$ cat config.mk
export PLATFORM = sky130hd
export DESIGN_NAME = abps_ctrl
export DESIGN_NICKNAME = d
export VERILOG_FILES = /design/src/abps_pkg.sv /design/src/abps_ctrl.sv
export SDC_FILE = /design/constraint.sdc
export NUM_CORES = 1
export LEC_CHECK = 0
export ABC_AREA = 1
export BUFFER_PORTS_ARGS = -buffer_cell sky130_fd_sc_hd__buf_4
export CAP_MARGIN = 20
export CORE_AREA = 2 2 39 41
export DETAILED_ROUTE_END_ITERATION = 10
export DIE_AREA = 0 0 41 43
export PLACE_DENSITY = 0.68
export SLEW_MARGIN = 10
export SYNTH_ARGS = -nofsm -noshare
export SYNTH_HDL_FRONTEND = slang
export SYNTH_SLANG_ARGS = --single-unit
$ cat constraint.sdc
create_clock -name clk -period 2.2 [get_ports clk]
set_clock_uncertainty 0.1 [all_clocks]
set_input_delay 0.22 -clock clk [delete_from_list [all_inputs] [get_ports clk]]
set_output_delay 0.22 -clock clk [all_outputs]
set_load 0.01 [all_outputs]
$ cat src/abps_pkg.sv
// shared types and constants for the alpha blend pixel store
// no dependencies
`timescale 1ns / 1ps
`default_nettype none
package abps_pkg;

  localparam int TILE_SIZE = 256;
  localparam int TILE_BITS = $clog2(TILE_SIZE);
  localparam int ADDR_W    = 2 * TILE_BITS;
  localparam int DIV_W     = 32;
  localparam int ALPHA_W   = 17;
  localparam int NUM_W     = 25;
  localparam int CFG_IDX_W = 8;

  localparam logic [CFG_IDX_W-1:0] REG_OPACITY  = CFG_IDX_W'(0);
  localparam logic [CFG_IDX_W-1:0] REG_RGB_ONLY = CFG_IDX_W'(1);

  localparam logic KIND_BLEND = 1'b0;
  localparam logic KIND_READ  = 1'b1;

  // source alpha scaling: divide by 255*255 through a reciprocal, floor(2^32 / 65025)
  localparam logic [ALPHA_W-1:0] SA_DIVISOR = ALPHA_W'(65025);
  localparam logic [ALPHA_W-1:0] SA_RECIP   = ALPHA_W'(66051);

  typedef struct packed {
    logic       clr_wr;
    logic       cap;
    logic       mem_rd;
    logic       set_res;
    logic       div_start;
    logic       ld_sa;
    logic       fix_sa;
    logic       ld_da;
    logic       ld_dw;
    logic       ld_oa;
    logic       mul_s;
    logic       mul_d;
    logic       ld_ch;
    logic       ld_alpha;
    logic       mem_wr;
    logic       out_valid;
  } abps_cmd_t;

  typedef struct packed {
    logic clr_last;
    logic write_back;
    logic rgb_mode;
    logic div_done;
    logic oa_zero;
    logic ch_last;
  } abps_stat_t;

endpackage
`default_nettype wire

$ cat src/abps_ctrl.sv
// controller state machine sequencing clear, read, blend steps and result strobe
// depends on abps_pkg
`timescale 1ns / 1ps
`default_nettype none
module abps_ctrl
  import abps_pkg::*;
(
  input  wire logic       clk,
  input  wire logic       rst_n,
  input  wire logic       start,
  input  wire abps_stat_t stat,
  output abps_cmd_t       cmd,
  output logic            busy
);

  localparam logic [3:0] S_CLR  = 4'd0;
  localparam logic [3:0] S_IDLE = 4'd1;
  localparam logic [3:0] S_RD   = 4'd2;
  localparam logic [3:0] S_DEC  = 4'd3;
  localparam logic [3:0] S_DSA  = 4'd4;
  localparam logic [3:0] S_DDA  = 4'd5;
  localparam logic [3:0] S_DW   = 4'd6;
  localparam logic [3:0] S_OA   = 4'd7;
  localparam logic [3:0] S_MS   = 4'd8;
  localparam logic [3:0] S_MD   = 4'd9;
  localparam logic [3:0] S_DGO  = 4'd10;
  localparam logic [3:0] S_DCH  = 4'd11;
  localparam logic [3:0] S_ALP  = 4'd12;
  localparam logic [3:0] S_OUT  = 4'd13;

  logic [3:0] state_r, state_nxt;

  always_comb begin
    cmd       = '0;
    state_nxt = state_r;
    case (state_r)
      S_CLR: begin
        cmd.clr_wr = 1'b1;
        if (stat.clr_last) state_nxt = S_IDLE;
      end
      S_IDLE: begin
        if (start) begin
          cmd.cap   = 1'b1;
          state_nxt = S_RD;
        end
      end
      S_RD: begin
        cmd.mem_rd = 1'b1;
        state_nxt  = S_DEC;
      end
      S_DEC: begin
        cmd.set_res = 1'b1;
        if (stat.write_back && !stat.rgb_mode) begin
          state_nxt = S_DSA;
        end else begin
          state_nxt = S_OUT;
        end
      end
      S_DSA: begin
        cmd.ld_sa = 1'b1;
        state_nxt = S_DDA;
      end
      S_DDA: begin
        cmd.fix_sa = 1'b1;
        cmd.ld_da  = 1'b1;
        state_nxt  = S_DW;
      end
      S_DW: begin
        cmd.ld_dw = 1'b1;
        state_nxt = S_OA;
      end
      S_OA: begin
        cmd.ld_oa = 1'b1;
        state_nxt = stat.oa_zero ? S_OUT : S_MS;
      end
      S_MS: begin
        cmd.mul_s = 1'b1;
        state_nxt = S_MD;
      end
      S_MD: begin
        cmd.mul_d = 1'b1;
        state_nxt = S_DGO;
      end
      S_DGO: begin
        cmd.div_start = 1'b1;
        state_nxt     = S_DCH;
      end
      S_DCH: begin
        if (stat.div_done) begin
          cmd.ld_ch = 1'b1;
          state_nxt = stat.ch_last ? S_ALP : S_MS;
        end
      end
      S_ALP: begin
        cmd.ld_alpha = 1'b1;
        state_nxt    = S_OUT;
      end
      S_OUT: begin
        cmd.out_valid = 1'b1;
        cmd.mem_wr    = stat.write_back;
        state_nxt     = S_IDLE;
      end
      default: state_nxt = S_IDLE;
    endcase
  end

  always_ff @(posedge clk) begin
    if (!rst_n) begin
      state_r <= S_CLR;
    end else begin
      state_r <= state_nxt;
    end
  end

  assign busy = (state_r != S_IDLE);

endmodule
`default_nettype wire

* Word level (Yosys, flattened, before mapping)
Cells that the tools add are included.
Operators by class: equal/unequal tests 17, mux-type cells 23, reduce and logical (&&, ||, !) cells 4
Operators by type and width (number):
- $pmux 4 s13 | 1
- $eq 4x4->1 const B | 6
- $eq 4x3->1 const B | 4
- $mux 4 | 4
- $mux 1 | 14
- $eq 4x2->1 const B | 2
- $mux 3 | 2
- $ne 2x2->1 const B | 3
- $eq 4x1->1 const B | 1
- $logic_not 4->1 | 1
- $mux 2 | 2
- $ne 4x1->1 const B | 1
- $reduce_and 3->1 | 1
- $logic_and 1x1->1 | 1
- $logic_not 1->1 | 1
Word-level totals: bits in registers 4, bits of input ports 9, output and inout port bits 17, logic and storage cells 45

* Longest topological paths before layout
depth after elaboration 4, depth in mapped cells 8, mapped depth without buffers 8

* Worst setup path before layout
No wires, ideal clock.
path kind reg-to-output, start point register state_r[0], end point output port cmd[9] in the netlist's numbering, data arrival time 1.014 ns, required time 1.880 ns, setup slack 0.866 ns, cell stages (with the launch flop) 6, buffers on the path 1, cell sequence dfxtp_1 inv_1 nor2_2 inv_1 nor2_1 buf_4
RTL lines:
- start: declaration | line abps_ctrl.sv:31 | logic [3:0] state_r, state_nxt;
- start signal: assignment | line abps_ctrl.sv:111 | state_r <= state_nxt;
- end: declaration | line abps_ctrl.sv:12 | output abps_cmd_t cmd,

==> out/results.txt <==
DRT Pass-1 Iters: 4
minimum clock period: 1.61 ns
Net Sw Frac: 0.497
Port Buffers: 25
Total Routing Usage GR: 0.149
CP Max Fanout: 4
DRC violations left: 0
Detail Route Antenna Nets: 0
synthesis warning total: 0
row cnt: 14
Largest regs: state_r x4
max FFs per register: 4
r2r worst-path depth: 8
total setup violations reported at the end of the flow: 0
area grow syn2layout: 54.9%
initial drt markers: 12
Clk Latency, worst-skew pair: 0.24 ns
I/O pins: 26
hold path endpoint: state_r[1]$_SDFFE_PN0P_
Final Slew Violations: 0
hold-critical path depth: 3
fmax: 622 MHz
ANT cells: 0
period utilization: 0.731
post-place instance area: 606 um^2
sequential share of the synthesized area: 0.198
Critical Path RT: 1.88 ns
pin count of the biggest net entering global routing: 7
Distinct cells, synth: 18
#FFs+latches synth: 4
Reg-to-Reg End: state_r[2]$_SDFFE_PN0P_
HP Start: rst_n
Int Power: 316 uW
CP max stage delay: 0.36 ns
Crit. End Element: output pin
sequential share of power: 0.215
Comb pwr share: 0.641
drt total wl: 1150 um
Filler Cell Count: 157
status: finished, final reports clean
Starting Density: 0.293
Hold Vio Cnt, Final: 0
die area: 1760 um^2
CTS H-tree depth: 1
RSZ-0062 raised after global routing: no
global route total overflow: 0
PnR worst setup slack: 0.593 ns
Leak: 0.375 nW
Max-Cap Viols: 0
die height: 43 um
Core Box Area: 1380 um^2
hold_buf cts: 0
Slew @ Worst Pin: 0.242 ns
classification of the worst setup path: register to output pin
CP arrival: 1.29 ns
Post-Synthesis Cells: 77
initial antenna violation count: 0
number of global-route vias before repair: 472
Inserted Clock Buffers: 3
Clk pwr share: 0.144
Layout Nets: 115
CTS tree: built
clk sinks: 4
critical-path cell list: inv_1 > nor2_1 > inv_1 > nor3_1 > buf_4
r2r setup slk: 0.92 ns
DR vias/cell: 4.49
Non-Filler Cell Area, Final: 628 um^2
first-pass GRT wire length: 1790 um
register with the most flip-flops: state_r
Peak supply drop: 0.472 mV
share of post-route cells with drive strength above 1: 0.365
CTS resizes: 0
r2r startpoint: state_r[2]$_SDFFE_PN0P_
Max-slew headroom: 0.838
P per Cell Area: 1000 nW/um^2
Die X: 41 um
Detail Placement HPWL: 980 um
Critical Path Slowest Stage Cell: dfxtp_1
Post-Syn Nets: 86
setup bufs post-CTS: 0
Place WS: 0.833 ns
crit start category: register
WL/cell: 9.62 um
clk slew on worst S/H paths: 0.04 ns
HP Class: primary input to register
Root Buffer: clkbuf_4
Mapped Avg Cell Area: 5.26 um^2
Synth Cell Area: 405 um^2
via count: 539
crit-path most repeated cell: inv_1
clock tree buffer depth: 2
Switch Pwr: 312 uW
final setup TNS: 0 ns
GPL Wtd Cong: 0.777
stage by stage:
stage | hold WS, ns | cells | util | power [mW]
after floorplan | 0.252 | 77 | - | 0.398
after detailed placement | 0.392 | 117 | 0.438 | 0.541
after global placement | 0.379 | 117 | 0.438 | 0.535
final | 0.144 | 120 | 0.454 | 0.629
after global routing | 0.160 | 120 | 0.454 | 0.687
after CTS | 0.137 | 120 | 0.454 | 0.636
placed cells by master (no fill, tap or decap), types with 2 or more instances in the layout:
cell type,count
buf_4,25
clkbuf_4,3
dfxtp_1,4
inv_1,13
inv_2,2
nand2_1,17
nand2_2,2
nand3_1,3
nor2_1,20
nor2_2,4
o21ai_0,3
critical path, delay by kind of cell (launching register included):
kind	cells	cell delay, ns
simple gates	2	0.33
buf+inv	3	0.36
flops	1	0.36
synth_stat cells:
| cell | instances | area [um^2] |
|---|---|---|
| nor2_1 | 20 | 75.1 |
| nand2_1 | 17 | 63.8 |
| inv_1 | 13 | 48.8 |
| dfxtp_1 | 4 | 80.1 |
| nor2_2 | 4 | 25.0 |
| nand3_1 | 3 | 15.0 |
| o21ai_0 | 3 | 15.0 |
| inv_2 | 2 | 7.51 |
| nand2_2 | 2 | 12.5 |
| a21oi_1 | 1 | 5.00 |
| a21oi_2 | 1 | 8.76 |
| a31oi_1 | 1 | 6.26 |
| and3_1 | 1 | 6.26 |
| buf_4 | 1 | 7.51 |
| nand3_2 | 1 | 10.0 |
| nand3b_1 | 1 | 7.51 |
| nand4_1 | 1 | 6.26 |
| nor3_1 | 1 | 5.00 |
per-layer routing:
metal  track usage  vias to the layer above  wire length (um)
met1         0.177                      226               502
met3        0.0262                        2               110
met5             0                        -                 0
met2         0.238                       24               521
li1              -                      287                 -
met4        0.0800                        0                19
worst max path at each step:
stage / from / slack (ns) / to
floorplan: state_r[0]$_SDFFE_PN0P_ / 0.87 / cmd[9]
global placement: state_r[3]$_SDFFE_PN0P_ / 0.87 / cmd[3]
detailed placement: state_r[3]$_SDFFE_PN0P_ / 0.83 / cmd[3]
CTS: state_r[3]$_SDFFE_PN0P_ / 0.58 / cmd[3]
global route: state_r[3]$_SDFFE_PN0P_ / 0.48 / cmd[3]
finish: state_r[3]$_SDFFE_PN0P_ / 0.59 / cmd[3]
power groups by stage:
stage	clock, mW	combinational [mW]	sequential (mW)
after floorplan	0	0.270	0.129
after global placement	0	0.402	0.133
after detailed placement	0	0.405	0.136
after CTS	0.0955	0.406	0.134
after global routing	0.0949	0.453	0.139
final	0.0906	0.403	0.135
kinds of logic after synthesis:
family	after synthesis	share of synthesized area
simple gates	51	0.559
buf+inv	16	0.157
compound gates	6	0.0864
flops	4	0.198
final cells by class:
class / instances / area [um^2] / share of cell area
Multi-Input combinational cell: 57 / 262 / 0.416
Timing Repair Buffer: 25 / 188 / 0.299
Sequential cell: 4 / 80.1 / 0.127
Inverter: 15 / 56.3 / 0.0896
Clock buffer: 3 / 22.5 / 0.0359
Tap cell: 16 / 20.0 / 0.0319
Note: power is estimated with default switching activity, not from simulation.
